==> src/design/tccw_pkg.sv <==
package tccw_pkg;

  // operation codes
  localparam logic [2:0] OP_PUT   = 3'd0;
  localparam logic [2:0] OP_DEC   = 3'd1;
  localparam logic [2:0] OP_HEX   = 3'd2;
  localparam logic [2:0] OP_CLEAR = 3'd3;
  localparam logic [2:0] OP_READ  = 3'd4;

  // configuration register indexes
  localparam int unsigned CFG_IDX_W = 1;
  localparam logic [CFG_IDX_W-1:0] CFG_FG_COLOR = 1'b0;
  localparam logic [CFG_IDX_W-1:0] CFG_BG_COLOR = 1'b1;
  localparam int unsigned CFG_DATA_W = 4;

  // character codes
  localparam logic [7:0] CH_NUL   = 8'h00;
  localparam logic [7:0] CH_TAB   = 8'h09;
  localparam logic [7:0] CH_NL    = 8'h0A;
  localparam logic [7:0] CH_CR    = 8'h0D;
  localparam logic [7:0] CH_SPACE = 8'h20;
  localparam logic [7:0] CH_ZERO  = 8'h30;
  localparam logic [7:0] CH_A     = 8'h41;
  localparam logic [7:0] CH_X     = 8'h78;

  localparam int unsigned TAB_STEP = 4;
  localparam logic [7:0]  RESET_ATTR  = 8'hF0;
  localparam logic [15:0] RESET_BLANK = {RESET_ATTR, CH_SPACE};
  localparam logic [3:0]  DEC_BASE = 4'd10;

  // v / 10 == (v * DEC_RECIP) >> DEC_SHIFT for every 32-bit v
  localparam logic [31:0] DEC_RECIP = 32'hCCCC_CCCD;
  localparam int unsigned DEC_SHIFT = 35;
  localparam int unsigned DEC_DIGITS = 10;

  // hex print: '0', 'x', then eight nibbles from the top
  localparam logic [3:0] HEX_ZERO_STEP = 4'd0;
  localparam logic [3:0] HEX_X_STEP    = 4'd1;
  localparam logic [3:0] HEX_LAST_STEP = 4'd9;

  typedef struct packed {
    logic [2:0]  op;
    logic [7:0]  char_code;
    logic [31:0] number;
    logic [10:0] cell_index;
  } cmd_item_t;

  typedef struct packed {
    logic [15:0] read_cell;
    logic [6:0]  col_now;
    logic [4:0]  row_now;
  } res_item_t;

  // controller to datapath
  typedef struct packed {
    logic load;
    logic put;
    logic dec_mul;
    logic dec_div;
    logic dec_emit;
    logic hex_emit;
    logic sweep;
    logic init_blank;
    logic home;
    logic read;
    logic finish;
  } ctl_t;

  // datapath to controller
  typedef struct packed {
    logic q_zero;
    logic dig_last;
    logic hex_last;
    logic sweep_last;
    logic res_free;
  } sts_t;

  function automatic logic [7:0] hex_glyph(input logic [3:0] d);
    logic [7:0] g;
    if (d < DEC_BASE) begin
      g = CH_ZERO + {4'b0000, d};
    end else begin
      g = CH_A + {4'b0000, d} - {4'b0000, DEC_BASE};
    end
    return g;
  endfunction

endpackage

==> src/design/tccw_ctrl.sv <==
module tccw_ctrl (
  input  logic              clk,
  input  logic              rst,
  input  logic              cmd_valid,
  input  logic [2:0]        cmd_op,
  output logic              cmd_stall,
  input  tccw_pkg::sts_t    sts,
  output tccw_pkg::ctl_t    ctl
);

  typedef enum logic [9:0] {
    ST_INIT  = 10'b00_0000_0001,
    ST_IDLE  = 10'b00_0000_0010,
    ST_PUT   = 10'b00_0000_0100,
    ST_DMUL  = 10'b00_0000_1000,
    ST_DDIV  = 10'b00_0001_0000,
    ST_DEMIT = 10'b00_0010_0000,
    ST_HEMIT = 10'b00_0100_0000,
    ST_CLEAR = 10'b00_1000_0000,
    ST_READ  = 10'b01_0000_0000,
    ST_DONE  = 10'b10_0000_0000
  } state_t;

  state_t state, state_next;

  always_ff @(posedge clk) begin
    if (rst) begin
      state <= ST_INIT;
    end else begin
      state <= state_next;
    end
  end

  assign cmd_stall = (state != ST_IDLE);

  always_comb begin
    ctl        = '0;
    state_next = state;
    case (state)
      ST_INIT: begin
        // blank the screen once after reset
        ctl.sweep      = 1'b1;
        ctl.init_blank = 1'b1;
        if (sts.sweep_last) begin
          state_next = ST_IDLE;
        end
      end
      ST_IDLE: begin
        if (cmd_valid) begin
          ctl.load = 1'b1;
          case (cmd_op)
            tccw_pkg::OP_PUT:   state_next = ST_PUT;
            tccw_pkg::OP_DEC:   state_next = ST_DMUL;
            tccw_pkg::OP_HEX:   state_next = ST_HEMIT;
            tccw_pkg::OP_CLEAR: state_next = ST_CLEAR;
            tccw_pkg::OP_READ:  state_next = ST_READ;
            default:            state_next = ST_DONE;
          endcase
        end
      end
      ST_PUT: begin
        ctl.put    = 1'b1;
        state_next = ST_DONE;
      end
      ST_DMUL: begin
        ctl.dec_mul = 1'b1;
        state_next  = ST_DDIV;
      end
      ST_DDIV: begin
        ctl.dec_div = 1'b1;
        state_next  = sts.q_zero ? ST_DEMIT : ST_DMUL;
      end
      ST_DEMIT: begin
        ctl.dec_emit = 1'b1;
        if (sts.dig_last) begin
          state_next = ST_DONE;
        end
      end
      ST_HEMIT: begin
        ctl.hex_emit = 1'b1;
        if (sts.hex_last) begin
          state_next = ST_DONE;
        end
      end
      ST_CLEAR: begin
        ctl.sweep = 1'b1;
        if (sts.sweep_last) begin
          ctl.home   = 1'b1;
          state_next = ST_DONE;
        end
      end
      ST_READ: begin
        ctl.read   = 1'b1;
        state_next = ST_DONE;
      end
      ST_DONE: begin
        if (sts.res_free) begin
          ctl.finish = 1'b1;
          state_next = ST_IDLE;
        end
      end
      default: begin
        state_next = ST_INIT;
      end
    endcase
  end

endmodule

==> config.mk <==
export PLATFORM = sky130hd
export DESIGN_NAME = tccw_ctrl
export DESIGN_NICKNAME = d
export VERILOG_FILES = /design/src/design/tccw_pkg.sv /design/src/design/tccw_ctrl.sv
export SDC_FILE = /design/constraint.sdc
export NUM_CORES = 1
export LEC_CHECK = 0
export ABC_CLOCK_PERIOD_IN_PS = 2800
export BUFFER_PORTS_ARGS = -buffer_cell sky130_fd_sc_hd__buf_2
export CORE_MARGIN = 2
export CORE_UTILIZATION = 28
export DETAILED_ROUTE_END_ITERATION = 16
export SLEW_MARGIN = 30
export SYNTH_ARGS = -nofsm -noshare
export SYNTH_HDL_FRONTEND = slang
export SYNTH_SLANG_ARGS = --single-unit
==> constraint.sdc <==
create_clock -name clk -period 2.8 [get_ports clk]
set_clock_uncertainty 0.05 [all_clocks]
set_input_delay 0.28 -clock clk [delete_from_list [all_inputs] [get_ports clk]]
set_output_delay 0.28 -clock clk [all_outputs]
set_load 0.05 [all_outputs]
==> results of run 1 <==
[kinds of logic (layout without fill, tap and decap cells)]
group,after synthesis,after routing,share of synthesized area (%)
buffers and inverters,10,31,6.05
AO/OA/AOI/OAI,20,20,17.8
flip-flops,10,10,26.1
AND/OR/NAND/NOR,57,57,47.7
XOR/XNOR,2,2,2.29
[layer usage]
| metal | routed length, µm | track usage [%] | share of wire, % |
|---|---|---|---|
| met1 | 861 | 15.3 | 46 |
| met2 | 918 | 20.3 | 49 |
| met3 | 98 | 2.30 | 5.2 |
| met4 | 10 | 6.80 | 0.53 |
| met5 | 0 | 0 | 0 |
[per-stage QoR]
stage,utilization (%),instance area [µm²],setup slack [ps]
2_1_floorplan,-,772,9.82
3_3_place_gp,35.3,900,612
3_5_place_dp,35.3,900,615
4_1_cts,36.2,922,325
5_1_grt,36.2,922,195
6_report,36.2,922,318
[cells in the mapped netlist (2+ instances only)]
master,count
dfxtp_1,10
nor2_1,10
nor4_1,8
nor3b_1,6
o21ai_0,6
inv_1,5
a21oi_1,4
nand2_1,4
nor3_1,4
clkbuf_1,3
nand2b_1,3
or2_2,3
a21o_1,2
a32oi_1,2
nor4b_1,2
or3_1,2
or3b_1,2
or4_4,2
xor2_1,2
[layout by cell type (no fill, tap or decap), drive strengths merged, types with 2 or more instances in the layout]
cell type  instances
nor4b              3
inv                5
nand2b             3
a32oi              2
a21o               2
o21ai              7
nor3               5
nor4               8
nand2              4
or3                2
dfxtp             10
or2                3
or4                3
clkbuf             3
or3b               2
buf               23
nor2              11
a21oi              4
nor3b              6
xor2               2
[worst paths after layout]
| check | slack, ps | startpoint | cells past startpoint | endpoint |
|---|---|---|---|---|
| worst max-delay path | 320 | state[5]$_SDFFE_PP0P_ | 4 | ctl[7] |
| worst min-delay path | 190 | cmd_op[2] | 2 | state[2]$_SDFFE_PP0P_ |
| worst max register to register | 680 | state[5]$_SDFFE_PP0P_ | 4 | state[8]$_SDFFE_PP0P_ |
| worst min register to register | 480 | state[3]$_SDFFE_PP0P_ | 2 | state[4]$_SDFFE_PP0P_ |
[worst max-delay path, stage by stage, from the launching register on]
cell and delay [ps]:
dfxtp_1 360, or4_1 600, or3b_1 410, nor2_1 210
buf_2 310
[area by class of cell]
cell class / count / area share, %
Tap cell: 30 / 4.07
Multi-Input combinational cell: 79 / 57.0
Clock buffer: 3 / 2.44
Inverter: 5 / 2.04
Sequential cell: 10 / 21.7
Timing Repair Buffer: 23 / 12.8
[power breakdown]
| part | leakage (nW) | total, mW | switching, mW | internal, mW |
|---|---|---|---|---|
| Combinational | 0.305 | 0.339 | 0.219 | 0.119 |
| Sequential | 0.0811 | 0.187 | 0.0304 | 0.157 |
| Clock | 0.0138 | 0.0934 | 0.0440 | 0.0494 |
==> out/qor.csv, run 1 <==
stage,metric,value,unit
run_status,status,"finished, final reports clean",
clocking,Max Root-Sink Buffers,2,
yosys,post-synth net total,110,
global_route,vias in the first global route,736,
floorplanning,Die X,56.3,µm
yosys,async set-reset flop share out of synthesis,0,%
layout,fin nets,133,
floorplanning,Die ar.,3170,µm²
yosys,Syn Area/Cell,7.73,µm²
floorplanning,starting density of the core,30.1,%
power_and_ir_drop,Lkg Pwr,0.400,nW
setup_path,maximum fanout along the worst path,8,
layout,Non-Filler Instances,150,
setup_path,critical path arrival,2150,ps
clocking,Worst-Skew Late Latency,260,ps
yosys,Mapped Cells,99,
sta,Peak Freq,403,MHz
layout,most flop-heavy register,state,
power_and_ir_drop,maximum vdd drop,0.000402,V
flow_run,Max Cap Violations,0,
route,DRT Wirelength,1.89,mm
clocking,clock sink count,10,
floorplanning,die height,56.3,µm
global_route,gr ovfl total,0,
sta,Least-Margin Pin Slew,652,ps
placed_design,DP HPWL,1.54,mm
yosys,ys flop type,dfxtp_1,
clocking,setup bufs post-CTS,0,
clocking,Num CTS Buffers,3,
yosys,Synth area leader,dfxtp_1,
sta,endpoints failing hold,0,
power_and_ir_drop,PwrDens,671,nW/µm²
yosys,sequential share of the synthesized area,26.1,%
placed_design,Final Wtd Congestion,0.907,
floorplanning,io pins,23,
yosys,number of synthesized flops with an enable pin,0,
route,ANT nets after route,0,
setup_path,CP Launch Type,flop,
yosys,Synth area leaders,"dfxtp_1 (26%), nor4_1 (6.5%), nor3b_1 (5.9%), nor2_1 (4.9%), o21ai_0 (3.9%)",
placed_design,placed cell count,147,
sta,Fin Hold WS,194,ps
floorplanning,core area,2540,µm²
layout,Largest register FFs,10,
sta,Rel. slew slack,56.1,%
clocking,clock root cell,clkbuf_4,
clocking,CTS tree,built,
floorplanning,row count,18,
layout,register area,200,µm²
yosys,synth unique cells,38,
setup_path,Worst Setup End Kind,primary output,
layout,area occupied by multi-input gates,526,µm²
global_route,Total GRT Usage,12.4,%
layout,Layout area overhead,20.4,%
global_route,first-pass GRT wire length,3.09,mm
sta,Tcrit/Tclk final,88.7,%
layout,layout cell share with drive strength beyond 1,30.0,%
route,drt wl/cell,12.6,µm
route,# DRC,0,
yosys,Yosys warning count,0,
clocking,htree depth,1,
yosys,#FFs+latches synth,10,
power_and_ir_drop,Tot Pwr,619,µW
clocking,clk slew on worst S/H paths,60,ps
sta,Final Slew Violations,0,
placed_design,port buffer count,22,
sta,unrepaired setup endpoints after global routing,false,
layout,Regs by FF count,state: 10 flops,
route,first-pass detailed-route iteration total,4,
route,DR iter-0 viols,23,
clocking,CTS Hold Bufs,0,
clocking,PostCTS Resize Cnt,0,
route,Vias/cell,5.41,
setup_path,kind of critical path,reg -> out,
global_route,largest net degree at the start of global routing,12,
hold_path,Hold WC Path Type,in -> reg,
route,DR vias,812,
sta,aggregate negative setup slack,0,ps
layout,Antenna Cells,0,
yosys,Post-Synthesis Cell Area,766,µm²
setup_path,required time worst endpoint,2470,ps
sta,min Tclk post-route,2480,ps
yosys,top cell type's share of synthesized area,26.1,%
sta,# setup viols final,0,
layout,FILL cells,273,
global_route,initial antenna violation count,0,
No activity file was read; power rests on OpenSTA's default activity.
==> run 2: changes to the inputs <==
Settings changed: CORE_ASPECT_RATIO set to 1.75, CTS_BUF_LIST set to sky130_fd_sc_hd__clkbuf_8.
==> out/qor.csv, run 2 (synthesis gave the netlist of run 1 again) <==
stage,metric,value,unit
run_status,status,"finished, final reports clean",
global_route,vias in the first global route,855,
floorplanning,starting density of the core,28.8,%
setup_path,r2r startpoint,state[5]$_SDFFE_PP0P_,
layout,layout cell share with drive strength beyond 1,32.3,%
setup_path,FF-to-FF path depth,4,
sta,endpoints failing hold,0,
floorplanning,Die ar.,3190,µm²
floorplanning,Die X,43.5,µm
route,ANT nets after route,0,
placed_design,Post-Place Setup Slack,637,ps
power_and_ir_drop,Tot Pwr,720,µW
route,DR iter-0 viols,22,
clocking,clk slew on worst S/H paths,50,ps
layout,Regs by FF count,state: 10 flops,
floorplanning,io pins,23,
clocking,Num CTS Buffers,3,
clocking,htree depth,1,
sta,Tcrit/Tclk final,86.3,%
setup_path,maximum fanout along the worst path,8,
global_route,gr ovfl total,0,
global_route,GRT busiest layer,met2,
power_and_ir_drop,Lkg Pwr,0.431,nW
sta,aggregate negative setup slack,0,ps
setup_path,R2R setup slack,600,ps
power_and_ir_drop,maximum vdd drop,0.000385,V
layout,"commonest cells after routing, fill and taps aside","buf_2 (22), nor2_1 (10), dfxtp_1 (10)",
sta,unrepaired setup endpoints after global routing,false,
clocking,setup bufs post-CTS,0,
route,# DRC,0,
layout,fin nets,136,
setup_path,required time worst endpoint,2470,ps
sta,Peak Freq,414,MHz
hold_path,hold path depth,2,
sta,Least-Margin Pin Slew,727,ps
sta,min Tclk post-route,2420,ps
layout,Antenna Cells,0,
clocking,clock root cell,clkbuf_8,
floorplanning,die height,73.2,µm
setup_path,kind of critical path,reg -> out,
hold_path,Hold WC Path Type,in -> reg,
route,DR vias,865,
clocking,PostCTS Resize Cnt,0,
clocking,clock sink count,10,
global_route,met2 Track Usage GR,27.9,%
hold_path,Min-Delay Endpoint,state[2]$_SDFFE_PP0P_,
global_route,largest net degree at the start of global routing,12,
clocking,Max Root-Sink Buffers,2,
clocking,CTS Hold Bufs,0,
setup_path,critical path arrival,2090,ps
setup_path,RR Endpoint,state[8]$_SDFFE_PP0P_,
clocking,CTS tree,built,
clocking,Worst-Skew Late Latency,240,ps
layout,Non-Filler Instances,151,
sta,Final Slew Violations,0,
route,DRT Wirelength,2.27,mm
layout,Largest register FFs,10,
placed_design,port buffer count,22,
flow_run,Max Cap Violations,0,
power_and_ir_drop,PwrDens,739,nW/µm²
route,Vias/cell,5.73,
sta,"Worst Setup Slack, final",382,ps
global_route,GR Util met1,14.8,%
setup_path,Worst Setup End Kind,primary output,
layout,most flop-heavy register,state,
layout,"most common cell after layout, fill and taps aside",buf_2,
global_route,GR Util met3,2.23,%
floorplanning,core area,2660,µm²
route,first-pass detailed-route iteration total,4,
floorplanning,row count,25,
layout,Layout area overhead,27.1,%
layout,FILL cells,283,
placed_design,Final Wtd Congestion,0.901,
setup_path,CP Launch Type,flop,
sta,# setup viols final,0,
placed_design,placed cell count,147,
route,drt wl/cell,15.1,µm
hold_path,Hold Startpoint,cmd_op[2],
sta,Rel. slew slack,51.1,%
global_route,Total GRT Usage,15.9,%
layout,register area,200,µm²
placed_design,DP HPWL,1.87,mm
global_route,first-pass GRT wire length,3.71,mm
layout,area occupied by multi-input gates,526,µm²
global_route,initial antenna violation count,0,
## run 2: worst max-delay path by stage
stage                          startpoint  endpoint  slack [ps]  cells past startpoint
floorplan           state[6]$_SDFFE_PP0P_   ctl[10]          10                      4
global placement    state[5]$_SDFFE_PP0P_    ctl[7]         670                      4
detailed placement  state[5]$_SDFFE_PP0P_    ctl[7]         640                      4
CTS                 state[5]$_SDFFE_PP0P_    ctl[7]         370                      4
global route        state[5]$_SDFFE_PP0P_    ctl[7]         230                      4
finish              state[5]$_SDFFE_PP0P_   ctl[10]         380                      4
## run 2: stage by stage
stage / hold WS [ps] / area [µm²] / util (%)
6_report: 205 / 973 / 36.6
5_1_grt: 220 / 973 / 36.6
3_3_place_gp: 453 / 918 / 34.5
2_1_floorplan: 309 / 772 / -
3_5_place_dp: 454 / 918 / 34.5
4_1_cts: 196 / 973 / 36.6
## run 2: final cells by class
cell class              count  area share [%]
clock buffers               4            5.66
repair buffers             26            14.4
flip-flops and latches     10            20.6
multi-input cells          79            54.0
well taps                  27            3.47
inverters                   5            1.93
## run 2: critical path, cell delays in order (launching register included)
cell      delay, ps
dfxtp_1         360
nor4_1          680
nand4b_1        370
nor2_1          170
buf_2           280
## run 2: per-layer routing
metal | share of wire [%] | up-vias
met5 | 0 | -
met4 | 5.0 | 0
met3 | 3.4 | 12
met2 | 57 | 27
met1 | 35 | 401
li1 | - | 425
## run 2: report_power, final
| part | leakage, nW | switching (mW) | internal, mW |
|---|---|---|---|
| Sequential | 0.0811 | 0.0314 | 0.157 |
| Clock | 0.0288 | 0.0567 | 0.124 |
| Combinational | 0.321 | 0.224 | 0.126 |
